**src/sv/mqpf_pkg.sv**
```systemverilog
// mqpf_pkg: shared types, codes and helper functions of the MQTT packet field parser
// used by mqpf_step and mqtt_packet_field_parser; no dependencies
package mqpf_pkg;

  // length field bytes before an overflow is flagged (1 to 4)
  localparam int MAX_LENGTH_BYTES = 4;

  localparam int REM_W = 28;
  localparam int FLD_W = 16;

  // parse phases, one-hot
  typedef enum logic [13:0] {
    PH_HDR     = 14'b00000000000001,
    PH_LEN     = 14'b00000000000010,
    PH_SKIP    = 14'b00000000000100,
    PH_CSKIP   = 14'b00000000001000,
    PH_CFLAGS  = 14'b00000000010000,
    PH_KA_HI   = 14'b00000000100000,
    PH_KA_LO   = 14'b00000001000000,
    PH_SLEN_HI = 14'b00000010000000,
    PH_SLEN_LO = 14'b00000100000000,
    PH_SBYTES  = 14'b00001000000000,
    PH_PID_HI  = 14'b00010000000000,
    PH_PID_LO  = 14'b00100000000000,
    PH_PAYLOAD = 14'b01000000000000,
    PH_QOS     = 14'b10000000000000
  } phase_t;

  // event kinds
  localparam logic [3:0] K_HEADER   = 4'd0;
  localparam logic [3:0] K_LENGTH   = 4'd1;
  localparam logic [3:0] K_CFLAGS   = 4'd2;
  localparam logic [3:0] K_KEEPALV  = 4'd3;
  localparam logic [3:0] K_PID      = 4'd4;
  localparam logic [3:0] K_SLEN     = 4'd5;
  localparam logic [3:0] K_SBYTE    = 4'd6;
  localparam logic [3:0] K_REQQOS   = 4'd7;
  localparam logic [3:0] K_PAYLOAD  = 4'd8;
  localparam logic [3:0] K_ERROR    = 4'd9;
  localparam logic [3:0] K_SKIPPED  = 4'd10;

  // error codes
  localparam logic [REM_W-1:0] E_OVERFLOW    = 28'd1;
  localparam logic [REM_W-1:0] E_UNDERRUN    = 28'd2;
  localparam logic [REM_W-1:0] E_UNSUPPORTED = 28'd3;

  // string roles
  localparam logic [2:0] R_NONE     = 3'd0;
  localparam logic [2:0] R_CLIENTID = 3'd1;
  localparam logic [2:0] R_WTOPIC   = 3'd2;
  localparam logic [2:0] R_WMSG     = 3'd3;
  localparam logic [2:0] R_USER     = 3'd4;
  localparam logic [2:0] R_PASSWORD = 3'd5;
  localparam logic [2:0] R_TOPIC    = 3'd6;

  // control packet types
  localparam logic [3:0] T_CONNECT     = 4'd1;
  localparam logic [3:0] T_PUBLISH     = 4'd3;
  localparam logic [3:0] T_PUBACK      = 4'd4;
  localparam logic [3:0] T_PUBREC      = 4'd5;
  localparam logic [3:0] T_PUBREL      = 4'd6;
  localparam logic [3:0] T_PUBCOMP     = 4'd7;
  localparam logic [3:0] T_SUBSCRIBE   = 4'd8;
  localparam logic [3:0] T_UNSUBSCRIBE = 4'd10;
  localparam logic [3:0] T_UNSUBACK    = 4'd11;
  localparam logic [3:0] T_PINGREQ     = 4'd12;
  localparam logic [3:0] T_PINGRESP    = 4'd13;
  localparam logic [3:0] T_DISCONNECT  = 4'd14;

  // parser state carried from byte to byte
  typedef struct packed {
    phase_t           phase;
    logic [3:0]       cur_type;
    logic [3:0]       hdr_flags;
    logic [2:0]       len_count;
    logic [REM_W-1:0] remaining;
    logic [FLD_W-1:0] field_left;
    logic [7:0]       word_high;
    logic [7:0]       cflags;
    logic [2:0]       role;
  } state_t;

  // one result word
  typedef struct packed {
    logic             emit;
    logic [3:0]       kind;
    logic [REM_W-1:0] value;
    logic [2:0]       role;
    logic [3:0]       ptype;
    logic             eop;
  } result_t;

  // packet may end after this phase without an underrun
  function automatic logic phase_complete(input phase_t ph, input logic [3:0] ptype);
    phase_complete = (ph == PH_SKIP) || (ph == PH_PAYLOAD) ||
                     ((ph == PH_SLEN_HI) &&
                      ((ptype == T_SUBSCRIBE) || (ptype == T_UNSUBSCRIBE)));
  endfunction

  // next optional connect string, none when zero
  function automatic logic [2:0] connect_next_role(input logic [2:0] r, input logic [7:0] f);
    priority if ((r < R_WTOPIC) && f[2]) begin
      connect_next_role = R_WTOPIC;
    end else if (r == R_WTOPIC) begin
      connect_next_role = R_WMSG;
    end else if ((r < R_USER) && f[7]) begin
      connect_next_role = R_USER;
    end else if ((r < R_PASSWORD) && f[6]) begin
      connect_next_role = R_PASSWORD;
    end else begin
      connect_next_role = R_NONE;
    end
  endfunction

endpackage

```
**src/sv/mqtt_packet_field_parser.sv**
```systemverilog
// mqtt_packet_field_parser: MQTT 3.1.1 byte stream to field events
// depends on mqpf_pkg and mqpf_step
// path: a byte is held in the input register, then parsed into the result register
//   once the result register can load
// throughput: one byte per cycle unless the output stalls; one parser state update per byte
// reset (rst, synchronous): parser awaits a fixed header, input and result registers empty
// bytes that give no event (length continuation, high byte of a word) still take a parser step
module mqtt_packet_field_parser (
  input  logic        clk,
  input  logic        rst,
  input  logic        in_valid,
  output logic        in_ready,
  input  logic [7:0]  in_byte,
  output logic        out_valid,
  input  logic        out_ready,
  output logic [3:0]  item_kind,
  output logic [27:0] field_value,
  output logic [2:0]  string_role,
  output logic [3:0]  ctrl_type,
  output logic        end_of_packet
);

  logic              s1_valid;
  logic [7:0]        s1_byte;
  mqpf_pkg::state_t  state;
  mqpf_pkg::state_t  state_next;
  mqpf_pkg::result_t res;
  logic              out_free;
  logic              proc;

  // handshake: a held word advances when the result register can load
  assign out_free = !out_valid || out_ready;
  assign proc     = s1_valid && out_free;
  assign in_ready = !s1_valid || proc;

  // input register
  always_ff @(posedge clk) begin
    if (rst) begin
      s1_valid <= 1'b0;
    end else if (in_ready) begin
      s1_valid <= in_valid;
    end
  end

  always_ff @(posedge clk) begin
    if (in_valid && in_ready) begin
      s1_byte <= in_byte;
    end
  end

  // per-byte parse logic
  mqpf_step u_step (
    .cur     (state),
    .in_byte (s1_byte),
    .nxt     (state_next),
    .res     (res)
  );

  // parser state
  always_ff @(posedge clk) begin
    if (rst) begin
      state.phase      <= mqpf_pkg::PH_HDR;
      state.cur_type   <= 4'd0;
      state.hdr_flags  <= 4'd0;
      state.len_count  <= 3'd0;
      state.remaining  <= '0;
      state.field_left <= '0;
      state.word_high  <= 8'd0;
      state.cflags     <= 8'd0;
      state.role       <= mqpf_pkg::R_NONE;
    end else if (proc) begin
      state <= state_next;
    end
  end

  // result register
  always_ff @(posedge clk) begin
    if (rst) begin
      out_valid <= 1'b0;
    end else if (out_free) begin
      out_valid <= proc && res.emit;
    end
  end

  always_ff @(posedge clk) begin
    if (proc && res.emit) begin
      item_kind     <= res.kind;
      field_value   <= res.value;
      string_role   <= res.role;
      ctrl_type     <= res.ptype;
      end_of_packet <= res.eop;
    end
  end

  // checks
  a_reset_phase: assert property (@(posedge clk) rst |=> state.phase == mqpf_pkg::PH_HDR)
    else $error("parser not awaiting a header after reset");

  a_phase_onehot: assert property (@(posedge clk) disable iff (rst) $onehot(state.phase))
    else $error("parse phase is not one-hot");

  a_role_only_on_strings: assert property (@(posedge clk) disable iff (rst)
      out_valid && (string_role != mqpf_pkg::R_NONE) |->
      (item_kind == mqpf_pkg::K_SLEN) || (item_kind == mqpf_pkg::K_SBYTE))
    else $error("string role on a non-string event");

  a_held_word_stays: assert property (@(posedge clk) disable iff (rst)
      s1_valid && !proc |=> s1_valid && $stable(s1_byte) && $stable(state))
    else $error("held input word or parser state changed while stalled");

endmodule

```
**src/sv/mqpf_step.sv**
```systemverilog
// mqpf_step: per-byte parse logic, next state and result word from state and byte
// depends on mqpf_pkg
module mqpf_step (
  input  mqpf_pkg::state_t   cur,
  input  logic [7:0]         in_byte,
  output mqpf_pkg::state_t   nxt,
  output mqpf_pkg::result_t  res
);

  logic [mqpf_pkg::REM_W-1:0] addend;
  logic [mqpf_pkg::REM_W-1:0] len_sum;
  logic [mqpf_pkg::REM_W-1:0] rem_dec;
  logic [mqpf_pkg::FLD_W-1:0] field_dec;
  logic [2:0]                 cnt_next;
  logic [15:0]                word;
  mqpf_pkg::phase_t           bs_phase;
  logic                       bs_bad;
  mqpf_pkg::phase_t           as_phase;
  logic [2:0]                 as_role;
  logic [2:0]                 cn_role;
  mqpf_pkg::phase_t           np;
  logic                       emit;
  logic [3:0]                 kind;
  logic [mqpf_pkg::REM_W-1:0] value;
  logic [2:0]                 role;

  // length digit placed at its base-128 position
  always_comb begin
    unique case (cur.len_count[1:0])
      2'd0:    addend = {21'b0, in_byte[6:0]};
      2'd1:    addend = {14'b0, in_byte[6:0], 7'b0};
      2'd2:    addend = {7'b0, in_byte[6:0], 14'b0};
      default: addend = {in_byte[6:0], 21'b0};
    endcase
  end

  assign len_sum   = cur.len_count[2] ? cur.remaining : cur.remaining + addend;
  assign cnt_next  = cur.len_count + 3'd1;
  assign rem_dec   = cur.remaining - 28'd1;
  assign field_dec = cur.field_left - 16'd1;
  assign word      = {cur.word_high, in_byte};
  assign cn_role   = mqpf_pkg::connect_next_role(cur.role, cur.cflags);

  // phase at the start of the body
  always_comb begin
    bs_bad = 1'b0;
    unique case (cur.cur_type)
      mqpf_pkg::T_CONNECT:     bs_phase = mqpf_pkg::PH_CSKIP;
      mqpf_pkg::T_PUBLISH:     bs_phase = mqpf_pkg::PH_SLEN_HI;
      mqpf_pkg::T_PUBACK, mqpf_pkg::T_PUBREC, mqpf_pkg::T_PUBREL, mqpf_pkg::T_PUBCOMP,
      mqpf_pkg::T_SUBSCRIBE, mqpf_pkg::T_UNSUBSCRIBE, mqpf_pkg::T_UNSUBACK:
                               bs_phase = mqpf_pkg::PH_PID_HI;
      mqpf_pkg::T_PINGREQ, mqpf_pkg::T_PINGRESP, mqpf_pkg::T_DISCONNECT:
                               bs_phase = mqpf_pkg::PH_SKIP;
      default: begin
        bs_phase = mqpf_pkg::PH_SKIP;
        bs_bad   = 1'b1;
      end
    endcase
  end

  // phase and role after a string ends
  always_comb begin
    as_role = cur.role;
    unique case (cur.cur_type)
      mqpf_pkg::T_CONNECT: begin
        if (cn_role == mqpf_pkg::R_NONE) begin
          as_phase = mqpf_pkg::PH_SKIP;
        end else begin
          as_phase = mqpf_pkg::PH_SLEN_HI;
          as_role  = cn_role;
        end
      end
      mqpf_pkg::T_PUBLISH:
        as_phase = (cur.hdr_flags[2:1] != 2'b00) ? mqpf_pkg::PH_PID_HI : mqpf_pkg::PH_PAYLOAD;
      mqpf_pkg::T_SUBSCRIBE:   as_phase = mqpf_pkg::PH_QOS;
      mqpf_pkg::T_UNSUBSCRIBE: as_phase = mqpf_pkg::PH_SLEN_HI;
      default:                 as_phase = mqpf_pkg::PH_SKIP;
    endcase
  end

  // main parse step
  always_comb begin
    nxt       = cur;
    res.emit  = 1'b0;
    res.kind  = mqpf_pkg::K_HEADER;
    res.value = '0;
    res.role  = mqpf_pkg::R_NONE;
    res.ptype = cur.cur_type;
    res.eop   = 1'b0;
    np        = cur.phase;
    emit      = 1'b1;
    kind      = mqpf_pkg::K_SKIPPED;
    value     = {20'b0, in_byte};
    role      = mqpf_pkg::R_NONE;

    if (cur.phase == mqpf_pkg::PH_HDR) begin
      // fixed header byte
      nxt.cur_type  = in_byte[7:4];
      nxt.hdr_flags = in_byte[3:0];
      nxt.len_count = 3'd0;
      nxt.remaining = '0;
      nxt.role      = mqpf_pkg::R_NONE;
      nxt.cflags    = 8'd0;
      nxt.phase     = mqpf_pkg::PH_LEN;
      res.emit      = 1'b1;
      res.kind      = mqpf_pkg::K_HEADER;
      res.value     = {20'b0, in_byte};
      res.ptype     = in_byte[7:4];
    end else if (cur.phase == mqpf_pkg::PH_LEN) begin
      // remaining length digits
      nxt.remaining = len_sum;
      nxt.len_count = cnt_next;
      if (in_byte[7]) begin
        if (cnt_next >= 3'(mqpf_pkg::MAX_LENGTH_BYTES)) begin
          nxt.phase = mqpf_pkg::PH_HDR;
          res.emit  = 1'b1;
          res.kind  = mqpf_pkg::K_ERROR;
          res.value = mqpf_pkg::E_OVERFLOW;
          res.eop   = 1'b1;
        end
      end else begin
        if (cur.cur_type == mqpf_pkg::T_CONNECT) begin
          nxt.field_left = 16'd7;
        end
        if (cur.cur_type == mqpf_pkg::T_PUBLISH) begin
          nxt.role = mqpf_pkg::R_TOPIC;
        end
        res.emit = 1'b1;
        if (len_sum == '0) begin
          nxt.phase = mqpf_pkg::PH_HDR;
          res.eop   = 1'b1;
          priority if (bs_bad) begin
            res.kind  = mqpf_pkg::K_ERROR;
            res.value = mqpf_pkg::E_UNSUPPORTED;
          end else if (mqpf_pkg::phase_complete(bs_phase, cur.cur_type)) begin
            res.kind  = mqpf_pkg::K_LENGTH;
            res.value = '0;
          end else begin
            res.kind  = mqpf_pkg::K_ERROR;
            res.value = mqpf_pkg::E_UNDERRUN;
          end
        end else begin
          nxt.phase = bs_phase;
          if (bs_bad) begin
            res.kind  = mqpf_pkg::K_ERROR;
            res.value = mqpf_pkg::E_UNSUPPORTED;
          end else begin
            res.kind  = mqpf_pkg::K_LENGTH;
            res.value = len_sum;
          end
        end
      end
    end else begin
      // body bytes
      unique case (cur.phase)
        mqpf_pkg::PH_CSKIP: begin
          nxt.field_left = field_dec;
          if (field_dec == '0) np = mqpf_pkg::PH_CFLAGS;
        end
        mqpf_pkg::PH_CFLAGS: begin
          kind       = mqpf_pkg::K_CFLAGS;
          nxt.cflags = in_byte;
          np         = mqpf_pkg::PH_KA_HI;
        end
        mqpf_pkg::PH_KA_HI: begin
          nxt.word_high = in_byte;
          emit          = 1'b0;
          np            = mqpf_pkg::PH_KA_LO;
        end
        mqpf_pkg::PH_SLEN_HI: begin
          nxt.word_high = in_byte;
          emit          = 1'b0;
          np            = mqpf_pkg::PH_SLEN_LO;
        end
        mqpf_pkg::PH_PID_HI: begin
          nxt.word_high = in_byte;
          emit          = 1'b0;
          np            = mqpf_pkg::PH_PID_LO;
        end
        mqpf_pkg::PH_KA_LO: begin
          kind     = mqpf_pkg::K_KEEPALV;
          value    = {12'b0, word};
          nxt.role = mqpf_pkg::R_CLIENTID;
          np       = mqpf_pkg::PH_SLEN_HI;
        end
        mqpf_pkg::PH_SLEN_LO: begin
          kind  = mqpf_pkg::K_SLEN;
          value = {12'b0, word};
          role  = cur.role;
          if (word == 16'd0) begin
            np       = as_phase;
            nxt.role = as_role;
          end else begin
            nxt.field_left = word;
            np             = mqpf_pkg::PH_SBYTES;
          end
        end
        mqpf_pkg::PH_SBYTES: begin
          kind           = mqpf_pkg::K_SBYTE;
          role           = cur.role;
          nxt.field_left = field_dec;
          if (field_dec == '0) begin
            np       = as_phase;
            nxt.role = as_role;
          end
        end
        mqpf_pkg::PH_PID_LO: begin
          kind  = mqpf_pkg::K_PID;
          value = {12'b0, word};
          priority if (cur.cur_type == mqpf_pkg::T_PUBLISH) begin
            np = mqpf_pkg::PH_PAYLOAD;
          end else if ((cur.cur_type == mqpf_pkg::T_SUBSCRIBE) ||
                       (cur.cur_type == mqpf_pkg::T_UNSUBSCRIBE)) begin
            nxt.role = mqpf_pkg::R_TOPIC;
            np       = mqpf_pkg::PH_SLEN_HI;
          end else begin
            np = mqpf_pkg::PH_SKIP;
          end
        end
        mqpf_pkg::PH_PAYLOAD: begin
          kind = mqpf_pkg::K_PAYLOAD;
        end
        mqpf_pkg::PH_QOS: begin
          kind = mqpf_pkg::K_REQQOS;
          np   = mqpf_pkg::PH_SLEN_HI;
        end
        default: begin
          np = mqpf_pkg::PH_SKIP;
        end
      endcase

      // packet end check
      nxt.remaining = rem_dec;
      if (rem_dec == '0) begin
        nxt.phase = mqpf_pkg::PH_HDR;
        res.emit  = 1'b1;
        res.eop   = 1'b1;
        if (emit && mqpf_pkg::phase_complete(np, cur.cur_type)) begin
          res.kind  = kind;
          res.value = value;
          res.role  = role;
        end else begin
          res.kind  = mqpf_pkg::K_ERROR;
          res.value = mqpf_pkg::E_UNDERRUN;
        end
      end else begin
        nxt.phase = np;
        res.emit  = emit;
        res.kind  = kind;
        res.value = value;
        res.role  = role;
      end
    end
  end

endmodule
```
**config.mk**
```make
export PLATFORM = sky130hd
export DESIGN_NAME = mqtt_packet_field_parser
export DESIGN_NICKNAME = d
export VERILOG_FILES = /design/src/sv/mqpf_pkg.sv /design/src/sv/mqtt_packet_field_parser.sv /design/src/sv/mqpf_step.sv
export SDC_FILE = /design/constraint.sdc
export NUM_CORES = 1
export LEC_CHECK = 0
export BUFFER_PORTS_ARGS = -buffer_cell sky130_fd_sc_hd__buf_2
export CORE_MARGIN = 3
export CORE_UTILIZATION = 60
export DETAILED_ROUTE_END_ITERATION = 16
export HOLD_SLACK_MARGIN = 0.03
export PLACE_DENSITY = 0.78
export SETUP_SLACK_MARGIN = 0.4
export SYNTH_ARGS = -nofsm -noshare
export SYNTH_HDL_FRONTEND = slang
export SYNTH_SLANG_ARGS = --single-unit
export TNS_END_PERCENT = 50
```
**constraint.sdc**
```tcl
create_clock -name clk -period 12.4 [get_ports clk]
set_input_delay 2.48 -clock clk [delete_from_list [all_inputs] [get_ports clk]]
set_output_delay 2.48 -clock clk [all_outputs]
set_load 0.05 [all_outputs]
```
==> qor.yml <==
synthesis:
  synth_flop_cell: "dfxtp_1"
  synth_largest_area_cell: "dfxtp_1"
  synth_area_um2: 10070
  synth_edf_count: 48
  synth_warnings: 0
  synth-seq-area-share: 0.3083
  async_flop_share: 0
  synth-seq-cells: 131
  synth_top_area_frac: 0.1651
  synthesis.nets: 1346
  ys_types: 95
  synth.top_cells.by_area: "dfxtp_1 (17%), edfxtp_1 (14%), nand2_1 (5.6%)"
  syn_inst: 1297
  avgSynthCellArea_um2: 7.761
cts:
  cts_tree: "done"
  clockRootBuffer: "clkbuf_16"
  ctsResizeCount: 0
  cts_sinks: 131
  clk_latency_ps: 440
  cts_inserted_buffers: 17
  cts.clk_slew.worst_paths_ps: 50
  cts_setup_buffers: 0
  htreeDepth: 4
  clock_path_buffers: 2
  hold_buffers: 0
layout:
  layout.cells.non_filler: 1519
  final.fill_count: 1418
  layout_commonest_cell: "nand2_1"
  areaGrowthSynthToFinish_pct: 7.272
  antenna_cells: 0
  drive_gt1_frac: 0.1051
  fin_nets: 1339
  multi_input_area_um2: 6457
  regArea_um2: 3103
  layout_common_cells: "nand2_1 (150), nor2_1 (132), a21oi_1 (111)"
timing:
  worst_pin_slew_ps: 1199
  finalWorstSetupSlack_ps: 6933
  setup_viol: 0
  min_period_ps: 5467
  fin_crit_sh: 0.4409
  report.final.slew_viol_count: 0
  grt_setup_unrepaired: "false"
  setup_tns_ps: 0
  fmaxAchievable_mhz: 182.9
  hold_viol: 0
  clock_skew_ps: 12.60
  relSlewSlack: 0.1976
flow_run:
  maxCapViolCount: 0
drt:
  wl_um: 31880
  dr.pass1.iters: 8
  drc_errors: 0
  via_per_inst: 6.861
  antenna_left: 0
  routedWlPerCell_um: 20.99
  vias: 10420
  drtIter0Drc: 1578
global_route:
  grt_max_degree: 86
  grt_pass1_vias: 9102
  grt_pass1_wl_um: 49690
  track_usage: 0.3439
  antenna_found_initial: 0
  grt-ovfl-total: 0
floorplan:
  core_area_um2: 16170
  dieArea_um2: 18370
  die_y_um: 135.5
  initial_core_util: 0.6224
  io-pin-count: 54
  die_w_um: 135.5
  rows: 46
critical_path:
  crit_path_end_kind: "output pin"
  crit_chain: "buf_2, nand3b_1, buf_2"
  cp.arrival_ps: 2990
  crit_end: "in_ready"
  r2r_setup_slack_ps: 7080
  crit_path_frequent_cell: "buf_2"
  critPathLaunchType: "input pin"
  worstPathRequired_ps: 9920
  crit_path_max_fanout: 3
  critPathLaunch: "out_ready"
  cp_slowest_cell: "buf_2"
  r2r_end: "field_value[9]"
  crit-reg2reg-launch: "state[64]"
  r2r_cells: 15
  max_stage_delay_ps: 230
  worstSetupPathType: "in2out"
power:
  powerDensity_nw_per_um2: 115.7
  p_leak_uw: 0.003887
  total_power_uw: 1249
  ir_drop_uv: 117.0
place:
  hpwl_um: 22200
  dpl.cell_count: 1487
  dpl_worst_slack_ps: 6937
  portBuffers: 53
  place.gp.congestion: 0.9789
hold_path:
  hold_class: "reg2reg"
status:
  run_status: "complete, no violations"
==> registers in the layout (all words and copies together), names as in the netlist <==
register / flops
ctrl_type: 4
end_of_packet: 1
field_value: 28
item_kind: 4
out_valid: 1
s1_byte: 8
s1_valid: 1
state: 81
string_role: 3
==> cells by family after synthesis <==
| kind of cell | count (synthesis) | synth area share |
|---|---|---|
| DFF | 131 | 0.3083 |
| adders and majority gates | 37 | 0.04674 |
| xor gates and xnor gates | 36 | 0.03132 |
| buffers and inverters | 108 | 0.05071 |
| AOI/OAI and AO/OA | 391 | 0.2544 |
| muxes | 7 | 0.006961 |
| and+or+nand+nor | 587 | 0.3016 |
==> layer usage <==
metal | part of all wire | vias up | GRT usage
li1 | - | 4819 | -
met1 | 0.43 | 4859 | 0.4936
met2 | 0.42 | 655 | 0.5061
met3 | 0.12 | 89 | 0.08618
met4 | 0.028 | 0 | 0.1159
met5 | 0 | - | 0
==> metrics by stage <==
stage | hold WS, ps | area (um2) | utilization
finish | 481.0 | 10800 | 0.6676
global route | 522.2 | 10800 | 0.6676
CTS | 478.8 | 10800 | 0.6676
global placement | 465.0 | 10250 | 0.6335
floorplan | 453.9 | 10070 | -
detailed placement | 471.3 | 10250 | 0.6335
==> layout make-up <==
cell class,count,share of cell area
multi-input cells,1058,0.5980
flip-flops and latches,131,0.2874
clock inverters,12,0.01066
clock buffers,20,0.04044
inverters,18,0.006257
repair buffers,64,0.03221
well taps,216,0.02503
==> Yosys cell counts (5+ instances only) <==
library cell and number:
or4_1 13, o211ai_1 13, xor2_1 16, ha_1 36
clkbuf_8 7, buf_2 7, nor3b_1 5, dfxtp_1 83
a22o_1 9, o31ai_1 14, edfxtp_1 48, nand3b_1 5
nand2_1 150, a211oi_1 17, a21oi_1 111, nor2_1 132
o22ai_1 8, inv_1 17, o21a_1 6, mux2i_1 7
o32ai_1 6, nor3_1 49, nand3_1 39, nand2b_1 18
a31oi_1 16, a21o_1 7, a41oi_1 5, nor4_1 25
nand4_1 19, nor2b_1 16, o21ai_0 94, xnor2_1 20
and3_1 12, and2_1 35, a22o_2 7, clkbuf_1 68
a22oi_1 22, nor4b_1 7, or3_1 21, or2_2 8
==> power breakdown <==
part	switching [uW]	total, uW	leakage (uW)	internal [uW]
combinational	187	274	0.00250	86.6
clock	192	484	0.000256	291
sequential	28.9	492	0.00113	463
==> worst min path at each step <==
stage,depth (start not counted),end,start
6_report,2,state[68],state[68]
5_1_grt,2,state[68],state[68]
4_1_cts,2,state[68],state[68]
3_5_place_dp,2,state[68],state[68]
3_3_place_gp,2,state[68],state[68]
2_1_floorplan,2,state[67],state[67]
==> worst max-delay path, delay by kind of cell <==
family                 cells  cell delay, ps
buffers and inverters      2             330
AND/OR/NAND/NOR            1             180
Power figures use the tool's default switching activity.
